<file path="src/rtl/cascaded_biquad_equalizer_assert.svh">
// Assertion macros used by the equalizer controller RTL
`ifndef CASCADED_BIQUAD_EQUALIZER_ASSERT_SVH
`define CASCADED_BIQUAD_EQUALIZER_ASSERT_SVH

// The condition must never hold at a clock edge outside reset
`define CBQ_ASSERT_NEVER(label, cond) \
    label: assert property (@(posedge clk) disable iff (!rst_n) !(cond)) \
        else $error("equalizer assertion failed");

// The consequent must hold in the cycle after the antecedent
`define CBQ_ASSERT_NEXT(label, ante, cons) \
    label: assert property (@(posedge clk) disable iff (!rst_n) (ante) |=> (cons)) \
        else $error("equalizer assertion failed");

`endif

</file>
<file path="src/rtl/cbq_pkg.sv">
// Types and constants shared by the cascaded biquad equalizer
`timescale 1ns / 1ps
package cbq_pkg;

    localparam int SAMPLE_BITS = 24;
    localparam int COEF_BITS   = 24;
    localparam int COEF_FRAC   = 20;
    localparam int COEF_SLOTS  = 5;
    localparam int PROD_BITS   = SAMPLE_BITS + COEF_BITS;
    localparam int ACC_BITS    = PROD_BITS + 3;

    localparam logic [1:0] REQ_SAMPLE = 2'd0;
    localparam logic [1:0] REQ_COEF   = 2'd1;
    localparam logic [1:0] REQ_FLUSH  = 2'd2;

    localparam logic [2:0] SLOT_B0 = 3'd0;
    localparam logic [2:0] SLOT_B1 = 3'd1;
    localparam logic [2:0] SLOT_B2 = 3'd2;
    localparam logic [2:0] SLOT_A1 = 3'd3;
    localparam logic [2:0] SLOT_A2 = 3'd4;

    localparam logic CFG_ACTIVE_STAGES = 1'b0;
    localparam logic CFG_EFFECT_ENABLE = 1'b1;

    localparam logic signed [ACC_BITS-1:0] ACC_SAT_HI =
        ACC_BITS'((64'sd1 <<< (SAMPLE_BITS - 1)) - 64'sd1);
    localparam logic signed [ACC_BITS-1:0] ACC_SAT_LO = ~ACC_SAT_HI;
    localparam logic signed [ACC_BITS-1:0] ACC_RND =
        ACC_BITS'(64'sd1 <<< (COEF_FRAC - 1));

    typedef struct packed {
        logic [1:0]                    req_type;
        logic                          channel;
        logic signed [SAMPLE_BITS-1:0] sample_in;
        logic                          block_end;
        logic [2:0]                    coef_stage;
        logic [2:0]                    coef_slot;
        logic signed [COEF_BITS-1:0]   coef_value;
    } in_item_t;

    typedef struct packed {
        logic signed [SAMPLE_BITS-1:0] sample_out;
        logic                          channel_out;
        logic                          block_end_out;
    } out_item_t;

    typedef struct packed {
        logic signed [SAMPLE_BITS-1:0] x1;
        logic signed [SAMPLE_BITS-1:0] x2;
        logic signed [SAMPLE_BITS-1:0] y1;
        logic signed [SAMPLE_BITS-1:0] y2;
    } hist_row_t;

    typedef struct packed {
        logic       take_sample;
        logic       coef_wr;
        logic       flush;
        logic       rd;
        logic       acc_clr;
        logic       mul_en;
        logic [2:0] mul_k;
        logic       acc_en;
        logic       wb;
        logic       load_out;
    } cmd_t;

endpackage

</file>
<file path="src/rtl/cascaded_biquad_equalizer.sv">
// Each sample passes through N stages, N = active stages (clamped), then the output register.
// Each stage runs on the single shared 24x24 multiplier (read, 5 MACs, drain, write).
// No new item is taken until a sample is done; coefficient writes and flushes do not leave idle.
// The output register lets a new item be taken while a result waits.
// Reset clears history and coefficients at once through valid bits; no clearing pass.
`timescale 1ns / 1ps
module cascaded_biquad_equalizer
    import cbq_pkg::*;
#(
    parameter int MAX_STAGES = 8,
    parameter int CHANNELS   = 2
)
(
    input  logic      clk,
    input  logic      rst_n,
    input  logic      in_valid,
    output logic      in_stall,
    input  in_item_t  in_data,
    output logic      out_valid,
    input  logic      out_stall,
    output out_item_t out_data,
    input  logic      cfg_we,
    input  logic      cfg_index,
    input  logic [3:0] cfg_data
);

    localparam int SW = (MAX_STAGES > 1) ? $clog2(MAX_STAGES) : 1;
    localparam int NW = $clog2(MAX_STAGES + 1);

    cmd_t          cmd;
    logic [SW-1:0] stage;
    logic [NW-1:0] n_stages;

    cbq_ctrl #(
        .MAX_STAGES (MAX_STAGES),
        .CHANNELS   (CHANNELS),
        .SW         (SW),
        .NW         (NW)
    ) u_ctrl (
        .clk       (clk),
        .rst_n     (rst_n),
        .in_valid  (in_valid),
        .in_stall  (in_stall),
        .in_data   (in_data),
        .out_valid (out_valid),
        .out_stall (out_stall),
        .n_stages  (n_stages),
        .cmd       (cmd),
        .stage     (stage)
    );

    cbq_dp #(
        .MAX_STAGES (MAX_STAGES),
        .CHANNELS   (CHANNELS),
        .SW         (SW),
        .NW         (NW)
    ) u_dp (
        .clk       (clk),
        .rst_n     (rst_n),
        .in_data   (in_data),
        .cmd       (cmd),
        .stage     (stage),
        .cfg_we    (cfg_we),
        .cfg_index (cfg_index),
        .cfg_data  (cfg_data),
        .n_stages  (n_stages),
        .out_data  (out_data)
    );

endmodule

</file>
<file path="src/rtl/cbq_dp.sv">
// Equalizer datapath: coefficient and history memories, shared MAC, output register
`timescale 1ns / 1ps
module cbq_dp
    import cbq_pkg::*;
#(
    parameter int MAX_STAGES = 8,
    parameter int CHANNELS   = 2,
    parameter int SW         = 3,
    parameter int NW         = 4
)
(
    input  logic            clk,
    input  logic            rst_n,
    input  in_item_t        in_data,
    input  cmd_t            cmd,
    input  logic [SW-1:0]   stage,
    input  logic            cfg_we,
    input  logic            cfg_index,
    input  logic [3:0]      cfg_data,
    output logic [NW-1:0]   n_stages,
    output out_item_t       out_data
);

    localparam int ROWS = CHANNELS * MAX_STAGES;
    localparam int RW   = (ROWS > 1) ? $clog2(ROWS) : 1;

    logic [3:0] active_reg;
    logic       enable_reg;

    logic signed [COEF_BITS-1:0] coef_mem [COEF_SLOTS][MAX_STAGES];
    logic                        coef_vld_reg [COEF_SLOTS][MAX_STAGES];
    hist_row_t                   hist_mem [ROWS];
    logic [ROWS-1:0]             hist_vld_reg;

    logic signed [COEF_BITS-1:0] coef_rd_reg [COEF_SLOTS];
    logic                        coef_rv_reg [COEF_SLOTS];
    hist_row_t                   hist_rd_reg;
    logic                        hist_rv_reg;

    logic signed [SAMPLE_BITS-1:0] v_reg;
    logic signed [SAMPLE_BITS-1:0] x0_reg;
    logic                          ch_reg;
    logic                          be_reg;
    logic signed [PROD_BITS-1:0]   prod_reg;
    logic                          sub_reg;
    logic signed [ACC_BITS-1:0]    acc_reg;
    out_item_t                     out_reg;

    logic                          coef_ok;
    logic [SW-1:0]                 cw_stage;
    logic [RW-1:0]                 row;
    hist_row_t                     hist_eff;
    hist_row_t                     hist_wr;
    logic signed [COEF_BITS-1:0]   coef_sel;
    logic signed [SAMPLE_BITS-1:0] opnd_sel;
    logic signed [ACC_BITS-1:0]    rnd;
    logic signed [ACC_BITS-1:0]    shifted;
    logic signed [SAMPLE_BITS-1:0] y;

    assign n_stages = (32'(active_reg) > MAX_STAGES) ? NW'(MAX_STAGES) : NW'(active_reg);

    assign coef_ok  = (32'(in_data.coef_stage) < MAX_STAGES) && (in_data.coef_slot <= SLOT_A2);
    assign cw_stage = SW'(in_data.coef_stage);
    assign row      = RW'(32'(ch_reg) * MAX_STAGES + 32'(stage));

    assign hist_eff = hist_rv_reg ? hist_rd_reg : '0;

    always_comb
    begin
        coef_sel = coef_rv_reg[SLOT_B0] ? coef_rd_reg[SLOT_B0] : '0;
        opnd_sel = '0;
        case (cmd.mul_k)
            SLOT_B0:
            begin
                coef_sel = coef_rv_reg[SLOT_B0] ? coef_rd_reg[SLOT_B0] : '0;
                opnd_sel = v_reg;
            end
            SLOT_B1:
            begin
                coef_sel = coef_rv_reg[SLOT_B1] ? coef_rd_reg[SLOT_B1] : '0;
                opnd_sel = hist_eff.x1;
            end
            SLOT_B2:
            begin
                coef_sel = coef_rv_reg[SLOT_B2] ? coef_rd_reg[SLOT_B2] : '0;
                opnd_sel = hist_eff.x2;
            end
            SLOT_A1:
            begin
                coef_sel = coef_rv_reg[SLOT_A1] ? coef_rd_reg[SLOT_A1] : '0;
                opnd_sel = hist_eff.y1;
            end
            SLOT_A2:
            begin
                coef_sel = coef_rv_reg[SLOT_A2] ? coef_rd_reg[SLOT_A2] : '0;
                opnd_sel = hist_eff.y2;
            end
            default:
            begin
                coef_sel = '0;
                opnd_sel = '0;
            end
        endcase
    end

    // round half up, floor shift, saturate
    assign rnd     = acc_reg + ACC_RND;
    assign shifted = rnd >>> COEF_FRAC;
    assign y = (shifted > ACC_SAT_HI) ? ACC_SAT_HI[SAMPLE_BITS-1:0] :
               (shifted < ACC_SAT_LO) ? ACC_SAT_LO[SAMPLE_BITS-1:0] :
               shifted[SAMPLE_BITS-1:0];

    always_comb
    begin
        hist_wr.x1 = v_reg;
        hist_wr.x2 = hist_eff.x1;
        hist_wr.y1 = y;
        hist_wr.y2 = hist_eff.y1;
    end

    always_ff @(posedge clk or negedge rst_n)
    begin
        if (!rst_n)
        begin
            active_reg <= '0;
            enable_reg <= 1'b1;
        end
        else if (cfg_we)
        begin
            unique case (cfg_index)
                CFG_ACTIVE_STAGES: active_reg <= cfg_data;
                CFG_EFFECT_ENABLE: enable_reg <= cfg_data[0];
                default:           active_reg <= active_reg;
            endcase
        end
    end

    always_ff @(posedge clk or negedge rst_n)
    begin
        if (!rst_n)
        begin
            for (int k = 0; k < COEF_SLOTS; k++)
            begin
                for (int s = 0; s < MAX_STAGES; s++)
                begin
                    coef_vld_reg[k][s] <= 1'b0;
                end
            end
            hist_vld_reg <= '0;
        end
        else
        begin
            if (cmd.coef_wr && coef_ok)
            begin
                coef_vld_reg[in_data.coef_slot][cw_stage] <= 1'b1;
            end
            if (cmd.flush)
            begin
                hist_vld_reg <= '0;
            end
            else if (cmd.wb)
            begin
                hist_vld_reg[row] <= 1'b1;
            end
        end
    end

    // memories and registered reads
    always_ff @(posedge clk)
    begin
        if (cmd.coef_wr && coef_ok)
        begin
            coef_mem[in_data.coef_slot][cw_stage] <= in_data.coef_value;
        end
        if (cmd.wb)
        begin
            hist_mem[row] <= hist_wr;
        end
        if (cmd.rd)
        begin
            for (int k = 0; k < COEF_SLOTS; k++)
            begin
                coef_rd_reg[k] <= coef_mem[k][stage];
                coef_rv_reg[k] <= coef_vld_reg[k][stage];
            end
            hist_rd_reg <= hist_mem[row];
            hist_rv_reg <= hist_vld_reg[row];
        end
    end

    always_ff @(posedge clk)
    begin
        if (cmd.take_sample)
        begin
            v_reg  <= in_data.sample_in;
            x0_reg <= in_data.sample_in;
            ch_reg <= in_data.channel;
            be_reg <= in_data.block_end;
        end
        else if (cmd.wb)
        begin
            v_reg <= y;
        end
        if (cmd.mul_en)
        begin
            prod_reg <= coef_sel * opnd_sel;
            sub_reg  <= (cmd.mul_k == SLOT_A1) || (cmd.mul_k == SLOT_A2);
        end
        if (cmd.acc_clr)
        begin
            acc_reg <= '0;
        end
        else if (cmd.acc_en)
        begin
            acc_reg <= sub_reg ? acc_reg - ACC_BITS'(prod_reg) : acc_reg + ACC_BITS'(prod_reg);
        end
        if (cmd.load_out)
        begin
            out_reg.sample_out    <= enable_reg ? v_reg : x0_reg;
            out_reg.channel_out   <= ch_reg;
            out_reg.block_end_out <= be_reg;
        end
    end

    assign out_data = out_reg;

endmodule

</file>
<file path="src/rtl/cbq_ctrl.sv">
// Equalizer controller: request decode, stage and MAC sequencing, output handshake
`timescale 1ns / 1ps
module cbq_ctrl
    import cbq_pkg::*;
#(
    parameter int MAX_STAGES = 8,
    parameter int CHANNELS   = 2,
    parameter int SW         = 3,
    parameter int NW         = 4
)
(
    input  logic          clk,
    input  logic          rst_n,
    input  logic          in_valid,
    output logic          in_stall,
    input  in_item_t      in_data,
    output logic          out_valid,
    input  logic          out_stall,
    input  logic [NW-1:0] n_stages,
    output cmd_t          cmd,
    output logic [SW-1:0] stage
);

    `include "cascaded_biquad_equalizer_assert.svh"

    localparam logic [2:0] ST_IDLE  = 3'd0;
    localparam logic [2:0] ST_READ  = 3'd1;
    localparam logic [2:0] ST_MAC   = 3'd2;
    localparam logic [2:0] ST_DRAIN = 3'd3;
    localparam logic [2:0] ST_WB    = 3'd4;
    localparam logic [2:0] ST_OUT   = 3'd5;

    logic [2:0]    state_reg, state_next;
    logic [SW-1:0] stage_reg, stage_next;
    logic [2:0]    k_reg, k_next;
    logic          out_valid_reg, out_valid_next;

    logic accept;
    logic is_sample;
    logic last_stage;
    logic out_free;

    assign in_stall  = (state_reg != ST_IDLE);
    assign accept    = in_valid && !in_stall;
    assign is_sample = (in_data.req_type == REQ_SAMPLE) && (32'(in_data.channel) < CHANNELS);
    assign last_stage = (32'(stage_reg) + 1 >= 32'(n_stages));
    assign out_free  = !out_valid_reg || !out_stall;

    always_comb
    begin
        state_next     = state_reg;
        stage_next     = stage_reg;
        k_next         = k_reg;
        out_valid_next = out_valid_reg && out_stall;
        cmd            = '0;
        cmd.mul_k      = k_reg;
        unique case (state_reg)
            ST_IDLE:
            begin
                if (accept)
                begin
                    cmd.coef_wr = (in_data.req_type == REQ_COEF);
                    cmd.flush   = (in_data.req_type == REQ_FLUSH);
                    if (is_sample)
                    begin
                        cmd.take_sample = 1'b1;
                        stage_next      = '0;
                        state_next      = (n_stages == '0) ? ST_OUT : ST_READ;
                    end
                end
            end
            ST_READ:
            begin
                cmd.rd      = 1'b1;
                cmd.acc_clr = 1'b1;
                k_next      = SLOT_B0;
                state_next  = ST_MAC;
            end
            ST_MAC:
            begin
                // product of the previous term lands while the next one multiplies
                cmd.mul_en = 1'b1;
                cmd.acc_en = (k_reg != SLOT_B0);
                k_next     = k_reg + 3'd1;
                if (k_reg == SLOT_A2)
                begin
                    state_next = ST_DRAIN;
                end
            end
            ST_DRAIN:
            begin
                cmd.acc_en = 1'b1;
                state_next = ST_WB;
            end
            ST_WB:
            begin
                cmd.wb = 1'b1;
                if (last_stage)
                begin
                    state_next = ST_OUT;
                end
                else
                begin
                    stage_next = stage_reg + 1'b1;
                    state_next = ST_READ;
                end
            end
            ST_OUT:
            begin
                if (out_free)
                begin
                    cmd.load_out   = 1'b1;
                    out_valid_next = 1'b1;
                    state_next     = ST_IDLE;
                end
            end
            default:
            begin
                state_next = ST_IDLE;
            end
        endcase
    end

    always_ff @(posedge clk or negedge rst_n)
    begin
        if (!rst_n)
        begin
            state_reg     <= ST_IDLE;
            stage_reg     <= '0;
            k_reg         <= '0;
            out_valid_reg <= 1'b0;
        end
        else
        begin
            state_reg     <= state_next;
            stage_reg     <= stage_next;
            k_reg         <= k_next;
            out_valid_reg <= out_valid_next;
        end
    end

    assign out_valid = out_valid_reg;
    assign stage     = stage_reg;

    `CBQ_ASSERT_NEVER(a_no_overwrite, cmd.load_out && out_valid_reg && out_stall)
    `CBQ_ASSERT_NEVER(a_stage_range, (state_reg == ST_READ) && (32'(stage_reg) >= 32'(n_stages)))
    `CBQ_ASSERT_NEXT(a_sample_starts, cmd.take_sample && (n_stages != '0), state_reg == ST_READ)
    `CBQ_ASSERT_NEXT(a_load_shows, cmd.load_out, out_valid_reg)

endmodule

</file>
<file path="config.mk">
export PLATFORM = sky130hd
export DESIGN_NAME = cascaded_biquad_equalizer
export DESIGN_NICKNAME = d
export VERILOG_FILES = /design/src/rtl/cbq_pkg.sv /design/src/rtl/cascaded_biquad_equalizer.sv /design/src/rtl/cbq_dp.sv /design/src/rtl/cbq_ctrl.sv
export VERILOG_INCLUDE_DIRS = /design/src /design/src/rtl
export SDC_FILE = /design/constraint.sdc
export NUM_CORES = 2
export LEC_CHECK = 0
export BUFFER_PORTS_ARGS = -buffer_cell sky130_fd_sc_hd__buf_2
export CAP_MARGIN = 20
export CORE_ASPECT_RATIO = 0.6
export CORE_MARGIN = 1.5
export CORE_UTILIZATION = 50
export DETAILED_ROUTE_END_ITERATION = 8
export GPL_TIMING_DRIVEN = 0
export PLACE_DENSITY = 0.65
export SETUP_SLACK_MARGIN = 0.05
export SLEW_MARGIN = 40
export SYNTH_ARGS = -nofsm -noshare
export SYNTH_HDL_FRONTEND = slang
export SYNTH_HIERARCHICAL = 1
export SYNTH_SLANG_ARGS = --single-unit
</file>
<file path="constraint.sdc">
create_clock -name clk -period 11.3 [get_ports clk]
set_input_delay 1.13 -clock clk [delete_from_list [all_inputs] [get_ports clk]]
set_output_delay 1.13 -clock clk [all_outputs]
set_load 0.1 [all_outputs]
</file>
==> impl_metrics.csv <==
group,metric,value,unit
sta,drv_slew,0,
layout,nets,9319,
sta,period_share,97.6,%
route,routed_via_density,6.29,
clocking,cts_made_buffers,281,
route,first_iter_violations,11900,
setup_path,critPathRequiredTime,11.90,ns
global_routing,grt_max_degree,61,
sta,period_minus_slack,11.03,ns
die,core_area,271000,um^2
sta,setup_viol,0,
clocking,root_buffer,"clkbuf_16",
synth,synth_nets,8606,
placed_design,hpwl,302,mm
status,status,"finished, final reports clean",
clocking,cts.htree.levels,5,
route,drtPass1Iterations,6,
clocking,worstSkewPairLatency,0.88,ns
flow_run,maxCapViolCount,0,
layout,register_area,88200,um^2
setup_path,rr_worst_depth,31,
global_routing,overflow,0,
synth,syn_area,136000,um^2
clocking,clk_pin_slew,0.07,ns
placed_design,port_buffers,95,
setup_path,rrSetupSlack,0.27,ns
sta,fmax,90.7,MHz
setup_path,cpPeakStageDelay,0.70,ns
setup_path,cp-start-kind,"flip-flop",
route,routed_wl,406,mm
layout,areaGrowthSynthToFinish,14.7,%
clocking,hold_buffers,0,
synth,syn_avg_cell_area,17.6,um^2
setup_path,path_class,"reg2reg",
setup_path,regToRegStartpoint,"u_ctrl/k_reg[1]",
placed_design,place.gp.congestion,0.953,
layout,drive_gt1_share,24.6,%
synth,synth.ff_latch_count,2965,
global_routing,grt_pass1_vias,75800,
layout,fillers,20100,
die,die_height,408,um
hold_path,holdCritPathClass,"in2async",
sta,slew-limit-headroom,36.4,%
die,die-area,276000,um^2
die,start_util,50.3,%
die,ios,96,
synth,synth-edff-count,2843,
sta,rsz0062_at_grt,"yes",
synth,yosys_warnings,6,
global_routing,track_usage,29.5,%
route,ant_nets,0,
setup_path,worst_ep_arrival_time,11.63,ns
global_routing,grt_pass1_wl,572,mm
synth,synth_cells,7737,
clocking,cts_sinks,2965,
synth,ys_seq_area_share,64.6,%
sta,final_hold_viol_count,0,
sta,finalClockSkew,0.0827,ns
setup_path,cp_slowest_cell,"clkbuf_1",
global_routing,antenna_found_initial,24,
die,die_x,677,um
route,wl_per_cell,33.0,um
layout,largest_reg_flops,1536,
setup_path,endpoint_kind,"flip-flop",
die,rows,148,
sta,whs,0.0944,ns
synth,synthArstFlopShare,2.39,%
layout,multi_input_area,45300,um^2
route,vias,77200,
setup_path,r2r_end,"u_dp/prod_reg[47]",
clocking,clk_path_buf_depth,4,
sta,tightest_slew,0.954,ns
synth,ys_types,87,
synth,synthFlopType,"edfxtp_1",
setup_path,cpMostUsedCell,"fa_1",
route,post-route-drc-count,0,
setup_path,critPathMaxFanout,10,
clocking,cts_tree,"built",
layout by cell type (no fill, tap or decap), types with 38 or more instances in the layout:
cell type and n:
clkbuf_16 284, mux2_2 178, a21o_1 39, o21ai_0 76
clkinv_2 38, nand2_1 425, buf_4 105, nand3_1 40
xnor2_1 118, a21oi_1 136, buf_16 78, clkbuf_2 117
buf_8 115, clkbuf_1 205, fa_1 607, dfrtp_1 70
buf_2 184, xor2_1 38, clkinv_1 52, nand2b_1 48
mux2i_1 48, ha_1 192, nor2_4 52, inv_1 627
and2_1 74, or2_2 56, nor2_1 458, dfxtp_1 51
mux4_2 735, edfxtp_1 2843
worst max path at each step:
stage / start / to / slack [ns] / cells after the start
after global placement: u_ctrl/stage[0] / u_dp/hist_mem[0][61] / -9.00 / 5
after floorplan: u_ctrl/k_reg[0] / u_dp/prod_reg[46] / 2.52 / 31
final: u_ctrl/k_reg[1] / u_dp/prod_reg[47] / 0.27 / 31
after global routing: u_ctrl/k_reg[0] / u_dp/prod_reg[46] / 0.04 / 32
after CTS: u_ctrl/k_reg[1] / u_dp/prod_reg[47] / 0.07 / 30
after detailed placement: u_ctrl/k_reg[1] / u_dp/prod_reg[46] / -1.00 / 30
area by class of cell:
type	instances	share of cell area, %
diodes	17	0.0272
plain buffers	362	1.04
clock buffers	350	4.79
clock inverters	139	0.879
inverters	632	1.52
multi-input cells	3778	29.0
flip-flops and latches	2965	56.4
well taps	3600	2.88
repair buffers	430	3.51
Yosys cell counts (all sizes together), types with 70 or more instances:
cell type	instances	share of area (%)
edfxtp	2843	63
nand2	425	1.2
ha	193	1.8
inv	631	1.7
o21ai	100	0.37
xnor2	119	0.77
mux2	179	1.5
and2	78	0.36
a21oi	139	0.51
nor2	513	1.4
mux4	735	12
clkbuf	270	0.74
dfrtp	70	1.3
fa	608	8.9
buf	92	0.27
timing repair:
action | in CTS | in global routing
endpoints found under the setup margin | 20 | 16
pin swaps | 3 | 1
hold endpoints to repair | 0 | 0
buffers inserted | 6 | 4
resized for setup | 20 | 32
through the flow:
step	area [um^2]	worst slack [ns]	cells	util, %	TNS, ns
3_5_place_dp	147000	-1.00	11700	54.2	-9.94
6_report	156000	0.270	12300	57.7	0
5_1_grt	156000	0.0405	12300	57.6	0
4_1_cts	156000	0.0673	12200	57.5	0
3_3_place_gp	141000	-9.00	11400	52.1	-6709.29
2_1_floorplan	136000	2.52	7737	-	0
logic make-up after synthesis:
family | synth area share (%)
multiplexers | 14.0
AO/OA/AOI/OAI | 2.22
XOR/XNOR | 1.01
buffers and inverters | 2.75
flip-flops | 64.6
adder cells (fa/ha/maj) | 10.7
AND/OR/NAND/NOR | 4.70
per-layer routing:
layer  global-route usage [%]  wire length [um]
met3                     11.9             65100
met1                     47.4            175000
met4                     5.83              8450
met5                        0                57
met2                     37.4            157000
worst max-delay path, delay by kind of cell (launching register included):
family | cells | cell delay, ns
compound gates | 8 | 2.84
xor+xnor | 1 | 0.16
simple gates | 6 | 1.19
flops | 1 | 0.38
fa+ha+maj | 8 | 3.95
buf+inv | 8 | 2.19
Power is not shown: default switching activity piles up to over one toggle a cycle in this logic, so the estimate is an artifact.
